`src/rtl/cpg_pkg.sv`:
```
// ----------------------------------------------------------------------------
// cpg_pkg
// Shared types and constants for the midpoint circle point generator.
// ----------------------------------------------------------------------------
package cpg_pkg;

	localparam int CENTER_W  = 12;
	localparam int RADIUS_W  = 11;
	localparam int STEP_W    = 11;
	localparam int DEC_W     = 16;
	localparam int PIX_W     = 14;
	localparam int CFG_IDX_W = 2;
	localparam int OUT_DATA_W = 32;
	localparam int IN_DATA_W  = 8;

	localparam int QUEUE_DEPTH = 2;
	localparam int QUEUE_AW    = $clog2(QUEUE_DEPTH);
	localparam int QUEUE_CW    = $clog2(QUEUE_DEPTH + 1);

	localparam logic [CFG_IDX_W-1:0] REG_CENTER_COL = 2'd0;
	localparam logic [CFG_IDX_W-1:0] REG_CENTER_ROW = 2'd1;
	localparam logic [CFG_IDX_W-1:0] REG_RADIUS     = 2'd2;

	localparam logic [2:0] PIX_LAST_IDX = 3'd7;

	typedef struct packed {
		logic [STEP_W-1:0] x;
		logic [STEP_W-1:0] y;
		logic              done;
	} step_t;

endpackage

```
`src/rtl/cpg_front.sv`:
```
// ----------------------------------------------------------------------------
// cpg_front
// Accepts step requests, runs the decision update and queues step records.
// ----------------------------------------------------------------------------
module cpg_front (
	input  logic                          clk,
	input  logic                          arst_n,
	input  logic                          in_valid,
	input  logic                          in_start,
	output logic                          in_ready,
	input  logic [cpg_pkg::RADIUS_W-1:0]  radius,
	input  logic                          q_full,
	output logic                          push,
	output cpg_pkg::step_t                push_data
);

	logic [cpg_pkg::STEP_W-1:0] step_x_q;
	logic [cpg_pkg::STEP_W-1:0] step_y_q;
	logic [cpg_pkg::DEC_W-1:0]  decision_q;
	logic                       active_q;

	logic                       accept;
	logic                       run;
	logic [cpg_pkg::STEP_W-1:0] base_x;
	logic [cpg_pkg::STEP_W-1:0] base_y;
	logic [cpg_pkg::DEC_W-1:0]  base_d;
	logic                       d_neg;
	logic [cpg_pkg::STEP_W:0]   nx;
	logic [cpg_pkg::STEP_W-1:0] ny;
	logic [cpg_pkg::DEC_W-1:0]  x4;
	logic [cpg_pkg::DEC_W-1:0]  y4;
	logic [cpg_pkg::DEC_W-1:0]  next_d;
	logic                       done;

	assign in_ready = !q_full;
	assign accept   = in_valid && !q_full;
	assign run      = in_start || active_q;

	always_comb begin
		base_x = in_start ? '0 : step_x_q;
		base_y = in_start ? radius : step_y_q;
		base_d = in_start ? (16'd3 - {4'b0, radius, 1'b0}) : decision_q;
		d_neg  = base_d[cpg_pkg::DEC_W-1];
		x4     = {3'b0, base_x, 2'b0};
		y4     = {3'b0, base_y, 2'b0};
		if (d_neg) begin
			next_d = base_d + x4 + 16'd6;
			ny     = base_y;
		end else begin
			next_d = base_d + x4 - y4 + 16'd10;
			ny     = (base_y != '0) ? base_y - 11'd1 : '0;
		end
		nx   = {1'b0, base_x} + 12'd1;
		done = nx > {1'b0, ny};
	end

	assign push           = accept && run;
	assign push_data.x    = base_x;
	assign push_data.y    = base_y;
	assign push_data.done = done;

	always_ff @(posedge clk or negedge arst_n) begin
		if (!arst_n) begin
			step_x_q   <= '0;
			step_y_q   <= '0;
			decision_q <= '0;
			active_q   <= 1'b0;
		end else if (push) begin
			step_x_q   <= nx[cpg_pkg::STEP_W-1:0];
			step_y_q   <= ny;
			decision_q <= next_d;
			active_q   <= !done;
		end
	end

`ifndef SYNTHESIS
	a_done_ends_circle: assert property (@(posedge clk) disable iff (!arst_n)
		push && push_data.done |=> !active_q)
		else $error("circle still active after final step");
	a_idle_advance_no_push: assert property (@(posedge clk) disable iff (!arst_n)
		!in_start && !active_q |-> !push)
		else $error("step queued without a circle in progress");
`endif

endmodule

```
`src/rtl/cpg_queue.sv`:
```
// ----------------------------------------------------------------------------
// cpg_queue
// Short step-record queue between the front and the pixel emitter.
// ----------------------------------------------------------------------------
module cpg_queue (
	input  logic            clk,
	input  logic            arst_n,
	input  logic            push,
	input  cpg_pkg::step_t  push_data,
	input  logic            pop,
	output cpg_pkg::step_t  pop_data,
	output logic            full,
	output logic            empty
);

	cpg_pkg::step_t                  mem_q [cpg_pkg::QUEUE_DEPTH];
	logic [cpg_pkg::QUEUE_AW-1:0]    wr_ptr_q;
	logic [cpg_pkg::QUEUE_AW-1:0]    rd_ptr_q;
	logic [cpg_pkg::QUEUE_CW-1:0]    count_q;

	assign full     = count_q == cpg_pkg::QUEUE_CW'(cpg_pkg::QUEUE_DEPTH);
	assign empty    = count_q == '0;
	assign pop_data = mem_q[rd_ptr_q];

	always_ff @(posedge clk) begin
		if (push) begin
			mem_q[wr_ptr_q] <= push_data;
		end
	end

	always_ff @(posedge clk or negedge arst_n) begin
		if (!arst_n) begin
			wr_ptr_q <= '0;
			rd_ptr_q <= '0;
			count_q  <= '0;
		end else begin
			if (push) begin
				wr_ptr_q <= wr_ptr_q + 1'b1;
			end
			if (pop) begin
				rd_ptr_q <= rd_ptr_q + 1'b1;
			end
			if (push && !pop) begin
				count_q <= count_q + 1'b1;
			end else if (pop && !push) begin
				count_q <= count_q - 1'b1;
			end
		end
	end

`ifndef SYNTHESIS
	a_no_overflow: assert property (@(posedge clk) disable iff (!arst_n)
		!(push && full))
		else $error("push into full step queue");
	a_no_underflow: assert property (@(posedge clk) disable iff (!arst_n)
		!(pop && empty))
		else $error("pop from empty step queue");
`endif

endmodule

```
`src/rtl/cpg_back.sv`:
```
// ----------------------------------------------------------------------------
// cpg_back
// Expands each step record into eight symmetric pixels, one per cycle while the output is not stalled.
// ----------------------------------------------------------------------------
module cpg_back #(
	parameter int COORD_BITS = 12
) (
	input  logic                                clk,
	input  logic                                arst_n,
	input  logic                                q_empty,
	input  cpg_pkg::step_t                      q_data,
	output logic                                pop,
	input  logic [cpg_pkg::CENTER_W-1:0]        center_col,
	input  logic [cpg_pkg::CENTER_W-1:0]        center_row,
	output logic                                out_valid,
	input  logic                                out_ready,
	output logic [cpg_pkg::PIX_W-1:0]           out_col,
	output logic [cpg_pkg::PIX_W-1:0]           out_row,
	output logic                                out_last,
	output logic                                out_done
);

	localparam int MASK_BITS = (COORD_BITS < cpg_pkg::CENTER_W) ?
		COORD_BITS : cpg_pkg::CENTER_W;
	localparam logic [cpg_pkg::CENTER_W-1:0] CMASK =
		cpg_pkg::CENTER_W'((1 << MASK_BITS) - 1);

	cpg_pkg::step_t              cur_q;
	logic                        have_q;
	logic [2:0]                  idx_q;
	logic                        valid_q;
	logic [cpg_pkg::PIX_W-1:0]   col_q;
	logic [cpg_pkg::PIX_W-1:0]   row_q;
	logic                        last_q;
	logic                        done_q;

	logic                        out_free;
	logic                        fire;
	logic                        last_fire;
	logic [cpg_pkg::PIX_W-1:0]   cx;
	logic [cpg_pkg::PIX_W-1:0]   cy;
	logic [cpg_pkg::PIX_W-1:0]   off_a;
	logic [cpg_pkg::PIX_W-1:0]   off_b;
	logic [cpg_pkg::PIX_W-1:0]   pix_col;
	logic [cpg_pkg::PIX_W-1:0]   pix_row;

	assign out_free  = !valid_q || out_ready;
	assign fire      = have_q && out_free;
	assign last_fire = fire && (idx_q == cpg_pkg::PIX_LAST_IDX);
	assign pop       = !q_empty && (!have_q || last_fire);

	always_comb begin
		cx      = {2'b0, center_col & CMASK};
		cy      = {2'b0, center_row & CMASK};
		off_a   = {3'b0, idx_q[2] ? cur_q.y : cur_q.x};
		off_b   = {3'b0, idx_q[2] ? cur_q.x : cur_q.y};
		pix_col = idx_q[0] ? cx - off_a : cx + off_a;
		pix_row = idx_q[1] ? cy + off_b : cy - off_b;
	end

	always_ff @(posedge clk) begin
		if (pop) begin
			cur_q <= q_data;
		end
		if (fire) begin
			col_q  <= pix_col;
			row_q  <= pix_row;
			last_q <= idx_q == cpg_pkg::PIX_LAST_IDX;
			done_q <= cur_q.done;
		end
	end

	always_ff @(posedge clk or negedge arst_n) begin
		if (!arst_n) begin
			have_q  <= 1'b0;
			idx_q   <= '0;
			valid_q <= 1'b0;
		end else begin
			if (pop) begin
				have_q <= 1'b1;
			end else if (last_fire) begin
				have_q <= 1'b0;
			end
			if (fire) begin
				idx_q <= idx_q + 3'd1;
			end
			if (fire) begin
				valid_q <= 1'b1;
			end else if (out_ready) begin
				valid_q <= 1'b0;
			end
		end
	end

	assign out_valid = valid_q;
	assign out_col   = col_q;
	assign out_row   = row_q;
	assign out_last  = last_q;
	assign out_done  = done_q;

`ifndef SYNTHESIS
	a_step_runs_to_end: assert property (@(posedge clk) disable iff (!arst_n)
		fire && idx_q != cpg_pkg::PIX_LAST_IDX |=> have_q)
		else $error("step dropped before its eighth pixel");
	a_idle_index_zero: assert property (@(posedge clk) disable iff (!arst_n)
		!have_q |-> idx_q == '0)
		else $error("pixel index not at start between steps");
`endif

endmodule

```
`src/rtl/circle_point_generator.sv`:
```
// ----------------------------------------------------------------------------
// circle_point_generator
// Midpoint circle rasterizer: one octant step per transaction, eight pixels.
// ----------------------------------------------------------------------------
// The first pixel of a step passes through the step queue, the step register and the output register.
// Throughput: one pixel per cycle on the output port while m_axis_tready is high;
//   the two-entry step queue takes new transactions while pixels drain.
// An advance transaction with no circle in progress produces no pixels.
// Reset (arst_n low) clears config registers, step state, queue and output.
module circle_point_generator #(
	parameter int COORD_BITS = 12
) (
	input  logic                               clk,
	input  logic                               arst_n,
	input  logic                               cfg_we,
	input  logic [cpg_pkg::CFG_IDX_W-1:0]      cfg_index,
	input  logic [cpg_pkg::CENTER_W-1:0]       cfg_wdata,
	input  logic                               s_axis_tvalid,
	output logic                               s_axis_tready,
	// [0] start_req, [7:1] zero
	input  logic [cpg_pkg::IN_DATA_W-1:0]      s_axis_tdata,
	output logic                               m_axis_tvalid,
	input  logic                               m_axis_tready,
	// [13:0] pixel_col, [27:14] pixel_row, [31:28] zero
	output logic [cpg_pkg::OUT_DATA_W-1:0]     m_axis_tdata,
	output logic                               m_axis_tlast,
	// [0] circle_done
	output logic                               m_axis_tuser
);

	logic [cpg_pkg::CENTER_W-1:0] center_col_q;
	logic [cpg_pkg::CENTER_W-1:0] center_row_q;
	logic [cpg_pkg::RADIUS_W-1:0] radius_q;

	logic                         q_full;
	logic                         q_empty;
	logic                         q_push;
	logic                         q_pop;
	cpg_pkg::step_t               q_wdata;
	cpg_pkg::step_t               q_rdata;
	logic [cpg_pkg::PIX_W-1:0]    pix_col;
	logic [cpg_pkg::PIX_W-1:0]    pix_row;

	always_ff @(posedge clk or negedge arst_n) begin
		if (!arst_n) begin
			center_col_q <= '0;
			center_row_q <= '0;
			radius_q     <= '0;
		end else if (cfg_we) begin
			case (cfg_index)
				cpg_pkg::REG_CENTER_COL: center_col_q <= cfg_wdata;
				cpg_pkg::REG_CENTER_ROW: center_row_q <= cfg_wdata;
				cpg_pkg::REG_RADIUS:     radius_q <= cfg_wdata[cpg_pkg::RADIUS_W-1:0];
				default: ;
			endcase
		end
	end

	cpg_front u_front (
		.clk       (clk),
		.arst_n    (arst_n),
		.in_valid  (s_axis_tvalid),
		.in_start  (s_axis_tdata[0]),
		.in_ready  (s_axis_tready),
		.radius    (radius_q),
		.q_full    (q_full),
		.push      (q_push),
		.push_data (q_wdata)
	);

	cpg_queue u_queue (
		.clk       (clk),
		.arst_n    (arst_n),
		.push      (q_push),
		.push_data (q_wdata),
		.pop       (q_pop),
		.pop_data  (q_rdata),
		.full      (q_full),
		.empty     (q_empty)
	);

	cpg_back #(
		.COORD_BITS (COORD_BITS)
	) u_back (
		.clk        (clk),
		.arst_n     (arst_n),
		.q_empty    (q_empty),
		.q_data     (q_rdata),
		.pop        (q_pop),
		.center_col (center_col_q),
		.center_row (center_row_q),
		.out_valid  (m_axis_tvalid),
		.out_ready  (m_axis_tready),
		.out_col    (pix_col),
		.out_row    (pix_row),
		.out_last   (m_axis_tlast),
		.out_done   (m_axis_tuser)
	);

	assign m_axis_tdata = {4'b0, pix_row, pix_col};

endmodule
```
`config.mk`:
```
export PLATFORM = sky130hd
export DESIGN_NAME = circle_point_generator
export DESIGN_NICKNAME = d
export VERILOG_FILES = /design/src/rtl/cpg_pkg.sv /design/src/rtl/cpg_front.sv /design/src/rtl/cpg_queue.sv /design/src/rtl/cpg_back.sv /design/src/rtl/circle_point_generator.sv
export SDC_FILE = /design/constraint.sdc
export NUM_CORES = 1
export LEC_CHECK = 0
export ABC_AREA = 1
export CELL_PAD_IN_SITES_DETAIL_PLACEMENT = 0
export CELL_PAD_IN_SITES_GLOBAL_PLACEMENT = 1
export CORE_ASPECT_RATIO = 0.7
export CORE_MARGIN = 1
export CORE_UTILIZATION = 25
export DETAILED_ROUTE_END_ITERATION = 16
export DONT_BUFFER_PORTS = 1
export PLACE_DENSITY_LB_ADDON = 0.1
export SYNTH_ARGS = -nofsm -noshare
export SYNTH_HDL_FRONTEND = slang
export SYNTH_SLANG_ARGS = --single-unit
```
`constraint.sdc`:
```
create_clock -name clk -period 6.1 [get_ports clk]
set_input_delay 0.305 -clock clk [delete_from_list [all_inputs] [get_ports clk]]
set_output_delay 0.305 -clock clk [all_outputs]
set_load 0.01 [all_outputs]
```
==> results.cfg, run 1 <==
[sta]
setup_viol_count_final = 0
slew_headroom = 0.353
setup_tns_ns = 0
min_period_ns = 4.75
rsz0062_at_grt = no
hold_violations = 0
slew_viol_final = 0
fmax_mhz = 211
fin_crit_sh = 0.779
worst_slew_pin_slew_ns = 0.960
clock_skew_ns = 0.0192

[worst_hold_path]
whs_path_depth = 2
holdPathEnd = center_col_q[11]$_DFFE_PN0P_
hold_path.class = in2reg
holdCritStartpoint = cfg_wdata[11]

[setup_path]
endpoint_kind = register
startpoint_type = register
crit_slowest_cell = o21ai_0
criticalPathCategory = reg2reg
r2r_slack_ns = 1.35
r2r-end = u_front.decision_q[12]$_DFFE_PN0P_
cp-startpoint = radius_q[2]$_DFFE_PN0P_
max_stage_delay_ns = 0.53
path_delay_family = simple AND/OR/NAND/NOR gates
required_ns = 6.44
r2r_cells = 22
critical_path_buf_inv_count = 2
crit_top_cell = nand2_1
path_cells = inv_1 > ha_1 > nand3_1 > nor2_1 > nand2_1 > nand2_1 > o21ai_0 > ha_1 > nand2_1 > nor2_1 > nand3_1 > nand3_1 > nand2_1 > nand2_1 > ha_1 > ha_1 > a21oi_1 > nand4_1 > o21ai_0 > nand2_1 > inv_1 > a21boi_1
r2r-start = radius_q[2]$_DFFE_PN0P_
crit_fanout = 7
worstPathArrival_ns = 5.09

[job]
drv_cap = 0

[power]
p_per_area_nw_per_um2 = 515
p_sw_w = 0.00333
p_int_w = 0.00363
netSwitchingFraction = 0.478
p_leak_nw = 6.39
irDropWorstVdd_uv = 193
p_comb_frac = 0.526
pwr-share-clk = 0.171
p_seq_frac = 0.303

[clocking]
cts_sinks = 181
cts_buffer_depth = 2
clkSlewWorstSetupHoldPaths_ns = 0.08
tritoncts = built
cts-htree-levels = 4
cts_made_buffers = 17
root_buffer = clkbuf_16
cts-resized-gates = 0
clock_latency_ns = 0.46

[route]
wl_per_cell_um = 17.6
avgViaCountPerCell = 4.46
drt_pre_antenna_iters = 7
drt-total-wl_mm = 38.6
ant_nets = 0
route.detailed.drc = 0
drt_iter0_markers = 772
num_vias = 9796

[grt]
grt_max_degree = 83
grt_pass1_wl_mm = 59.4
grt.overflow.total = 0
antenna_found_initial = 0
track_usage = 0.160
first_global_vias = 9552

[layout]
fill_cells = 5233
fin_cells = 2196
area_delta_synth_final_pct = 11.3
stdcell_area_um2 = 13500
nNetsFinal = 1659
layout-drive-gt1-share = 0.0494
final_common_cell = nand2_1
final_cell_mix = nand2_1 (404), inv_1 (234), o21ai_0 (135)

[synth]
synth_area_um2 = 12100
avgSynthCellArea_um2 = 7.90
netlist-cell-type-count = 53
synth-edff-count = 99
ys_seq_area_frac = 0.414
ys.flop_type = edfxtp_1
ys.warnings.count = 0
ys_ff_latch = 181
syn_inst = 1536
async_flop_share = 0.453

[floorplanning]
dieHeight_um = 186
io_pins = 63
coreArea_um2 = 47900
die_x_um = 265
start_util = 0.254
dieArea_um2 = 49500
row_count = 67

[place]
globalplace.congestion = 0.833
portBuffers = 0
hpwlAfterDp_mm = 29.8
place_inst = 2161
place_area_um2 = 12900

[status]
status = completed
[stage by stage]
stage | power (W) | hold WS, ns | setup WS [ns] | utilization
3_3_place_gp | 0.00581 | 0.0157 | 1.36 | 0.269
2_1_floorplan | 0.00469 | 0.00941 | 2.18 | -
5_1_grt | 0.00763 | 0.0363 | 1.01 | 0.282
3_5_place_dp | 0.00581 | 0.0149 | 1.42 | 0.269
4_1_cts | 0.00705 | 0.0170 | 1.40 | 0.282
6_report | 0.00695 | 0.0408 | 1.35 | 0.282
[cell families (layout without fill, tap and decap cells)]
logic type                 Yosys count  after routing  share of synthesized area
AOI/OAI and AO/OA                  279            279                      0.126
xor gates and xnor gates            47             47                     0.0339
adders and majority gates          105            105                      0.111
buffers and inverters              285            286                     0.0913
DFF                                181            181                      0.414
muxes                                8              8                    0.00660
other                                1              5                   0.000309
and+or+nand+nor                    630            630                      0.216
[per-layer routing]
layer / track usage / vias to the layer above / part of all wire
met5: 0 / - / 0
met4: 0.0351 / 0 / 0.011
met3: 0.0211 / 20 / 0.027
met2: 0.231 / 141 / 0.41
met1: 0.248 / 4639 / 0.55
li1: - / 4996 / -
[cells in the mapped netlist, drive strengths merged, types with 2 or more instances]
cell type,count,area [um2]
o21bai,8,60.1
nor3,18,100
nand4,19,125
xnor2,9,78.8
o211ai,4,30.0
a21oi,83,419
edfxtp,99,2970
a21boi,2,15.0
mux2i,8,80.1
nand2,405,1520
xor2,38,333
a22oi,4,30.0
a21o,2,15.0
or2,6,37.5
buf,11,80.1
ha,100,1250
o2111ai,2,17.5
nand3,80,400
fa,5,100
inv,241,905
o22ai,3,18.8
clkbuf,32,120
o21a,3,22.5
o21ai,152,783
nand3b,2,15.0
o31ai,7,52.6
dfrtp,82,2050
a31oi,3,18.8
nor2,97,389
[registers in the layout (all words and copies together) (netlist names), 3 cells and up]
name	flops
radius_q	11
center_row_q	12
u_back.out_row	14
u_queue.mem_q	46
u_back.idx_q	3
u_back.out_col	14
u_front.step_y_q	11
u_back.cur_q	23
u_front.decision_q	15
center_col_q	12
u_front.step_x_q	11
[power by group through the flow]
stage / clock network, W / logic (W) / registers [W]
floorplan: 0 / 0.00264 / 0.00205
global placement: 0 / 0.00367 / 0.00214
detailed placement: 0 / 0.00367 / 0.00214
CTS: 0.00123 / 0.00371 / 0.00211
global route: 0.00127 / 0.00420 / 0.00216
finish: 0.00119 / 0.00366 / 0.00211
[what timing repair did]
action | in CTS | in global routing
buffers inserted | 0 | 0
endpoints found under the hold margin | 82 | 0
hold buffers | 2 | 0
[cell type report]
cell class	instances	area [um2]	share of cell area
flip-flops and latches	181	5020	0.372
clock inverters	14	173	0.0128
multi-input cells	1073	6040	0.447
well taps	655	820	0.0607
diodes	1	2.50	0.000185
repair buffers	12	113	0.00834
clock buffers	18	429	0.0318
inverters	242	908	0.0673
[worst max-delay path by stage]
stage                                         endpoint  slack (ns)  cells past startpoint
finish              u_front.decision_q[12]$_DFFE_PN0P_        1.35                     22
global route        u_front.decision_q[12]$_DFFE_PN0P_        1.01                     24
CTS                 u_front.decision_q[12]$_DFFE_PN0P_        1.40                     22
detailed placement  u_front.decision_q[12]$_DFFE_PN0P_        1.42                     22
global placement    u_front.decision_q[12]$_DFFE_PN0P_        1.36                     22
floorplan           u_front.decision_q[15]$_DFFE_PN0P_        2.18                     28
[worst register-to-register path, cell delays in order, from the launching register on]
cell and delay [ns]:
dfrtp_1 0.41, inv_1 0.17, ha_1 0.34, nand3_1 0.19, nor2_1 0.24, nand2_1 0.08, nand2_1 0.06, o21ai_0 0.07
ha_1 0.38, nand2_1 0.13, nor2_1 0.17, nand3_1 0.16, nand3_1 0.14, nand2_1 0.06, nand2_1 0.20, ha_1 0.29
ha_1 0.34, a21oi_1 0.26, nand4_1 0.17, o21ai_0 0.53, nand2_1 0.10, inv_1 0.07, a21boi_1 0.06
Note: power is estimated with default switching activity, not from simulation.
==> run 2: changes to the inputs <==
==> constraint.sdc (replaced) <==
create_clock -name clk -period 4.46 [get_ports clk]
set_input_delay 0.223 -clock clk [delete_from_list [all_inputs] [get_ports clk]]
set_output_delay 0.223 -clock clk [all_outputs]
set_load 0.01 [all_outputs]
==> run 2 against run 1 <==
Net effect:
- cell count grew 1.4%
- clock-buffer cell count is the same
- worst hold slack lost 0.0038 ns
- wire length shrank 0.40%
- power grew 37%
- combinational power grew 40%
- maximum frequency grew 16%
==> results.cfg, run 2 (synthesis results as in run 1) <==
[clocking]
cts_buffer_depth = 2
cts_sinks = 181
cts-htree-levels = 4
clock_latency_ns = 0.46
clkSlewWorstSetupHoldPaths_ns = 0.09
cts_made_buffers = 17
root_buffer = clkbuf_16
tritoncts = built

[setup_path]
r2r_cells = 26
crit_fanout = 5
worstPathArrival_ns = 4.49
criticalPathCategory = reg2reg
r2r_slack_ns = 0.35
cp-startpoint = radius_q[1]$_DFFE_PN0P_
required_ns = 4.85
r2r-end = u_front.decision_q[12]$_DFFE_PN0P_
r2r-start = radius_q[1]$_DFFE_PN0P_
startpoint_type = register
endpoint_kind = register

[sta]
slew_headroom = 0.368
rsz0062_at_grt = yes
worst_slew_pin_slew_ns = 0.945
hold_violations = 0
slew_viol_final = 0
min_period_ns = 4.11
fmax_mhz = 243
setup_viol_count_final = 0
clock_skew_ns = 0.0244
fin_crit_sh = 0.921
setup_tns_ns = 0

[worst_hold_path]
hold_path.class = in2reg
holdCritStartpoint = cfg_wdata[9]
whs_path_depth = 2
holdPathEnd = center_row_q[9]$_DFFE_PN0P_

[power]
p_total_w = 0.00953
irDropWorstVdd_uv = 337
p_per_area_nw_per_um2 = 693
p_leak_nw = 6.52

[grt]
grt_pass1_wl_mm = 59.3
grt_max_degree = 83
track_usage = 0.160
grt.overflow.total = 0
first_global_vias = 9514
antenna_found_initial = 1

[layout]
layout-drive-gt1-share = 0.0763
diodes = 0
fill_cells = 5187
final_common_cell = nand2_1
reg.largest.list = u_queue.mem_q (46), u_back.cur_q (23), u_front.decision_q (15)
largest_register_ff_count = 46
top_register = u_queue.mem_q
utilization = 0.287
area_delta_synth_final_pct = 13.3
final_cell_mix = nand2_1 (402), inv_1 (234), o21ai_0 (135)
nNetsFinal = 1691
stdcell_area_um2 = 13800
fin_cells = 2227

[place]
hpwlAfterDp_mm = 30.2
place_inst = 2188
globalplace.congestion = 0.826
portBuffers = 0
place_area_um2 = 13100

[floorplanning]
dieHeight_um = 186
die_x_um = 265
row_count = 67
start_util = 0.254
io_pins = 63
coreArea_um2 = 47900
dieArea_um2 = 49500

[route]
num_vias = 9819
wl_per_cell_um = 17.3
ant_nets = 0
drt_iter0_markers = 606
drt_pre_antenna_iters = 7
route.detailed.drc = 0
avgViaCountPerCell = 4.41
drt-total-wl_mm = 38.5

[status]
status = completed

[job]
drv_cap = 0
## run 2: changes by cell type in the layout (fill, tap and decap cells not counted), sizes merged
cell,delta
buf,+30
bufinv,-1
clkinv,+3
clkinvlp,+1
diode,-1
dlygate4sd3,+2
inv,-3
## run 2: per-layer routing
layer / vias up / share of wire / GRT usage
li1: 5062 / - / -
met1: 4608 / 0.54 / 0.244
met2: 128 / 0.42 / 0.237
met3: 21 / 0.025 / 0.0240
met4: 0 / 0.0098 / 0.0307
met5: - / 0 / 0
## run 2: final cells by class
cell class	instances	area, um2	area share
multi-input cells	1073	6070	0.442
flip-flops and latches	181	5020	0.365
inverters	242	908	0.0661
well taps	655	820	0.0596
clock buffers	18	429	0.0312
repair buffers	44	358	0.0260
clock inverters	14	138	0.0100
## run 2: worst max path at each step
stage                                                    end  slack, ns
after floorplan           u_front.decision_q[15]$_DFFE_PN0P_       0.62
final                     u_front.decision_q[12]$_DFFE_PN0P_       0.35
after CTS                 u_front.decision_q[12]$_DFFE_PN0P_       0.17
after detailed placement  u_front.decision_q[12]$_DFFE_PN0P_       0.17
after global placement    u_front.decision_q[12]$_DFFE_PN0P_       0.13
after global routing      u_front.decision_q[12]$_DFFE_PN0P_      -0.03
## run 2: power by group
part           switching (W)  total [W]  internal [W]
Combinational        0.00337    0.00512       0.00175
Sequential          0.000361    0.00289       0.00253
Clock               0.000782    0.00153      0.000745
Total                0.00451    0.00953       0.00502
## run 2: critical path: stages, from the launching register on
cell and delay, ns:
dfrtp_1 0.38, buf_4 0.14, inv_1 0.05, ha_2 0.21, nand3_1 0.13, nor2_2 0.19
nand2_1 0.07, nand2_1 0.05, o21ai_0 0.08, ha_1 0.38, nand2_1 0.16, inv_1 0.07
a21oi_2 0.21, nand3_1 0.12, nand2_1 0.08, nand2_1 0.08, ha_1 0.28, ha_1 0.36
nand2_1 0.14, inv_1 0.08, nand3_1 0.08, nand4_1 0.16, a21oi_1 0.15, o21ai_0 0.09
nand2_1 0.09, inv_1 0.06, a21boi_1 0.15
## run 2: through the flow
| step | setup WS, ns | hold slack (ns) |
|---|---|---|
| floorplan | 0.623 | -0.0726 |
| global placement | 0.134 | -0.0659 |
| detailed placement | 0.173 | -0.0662 |
| CTS | 0.173 | 0.0287 |
| global route | -0.0282 | 0.0506 |
| finish | 0.353 | 0.0370 |
## run 2: repair_timing
action                                 CTS  global route
gates resized for setup                  0            14
hold buffers                             4             0
buffers inserted                         0             3
setup endpoints to repair                0             6
endpoints found under the hold margin   85             0
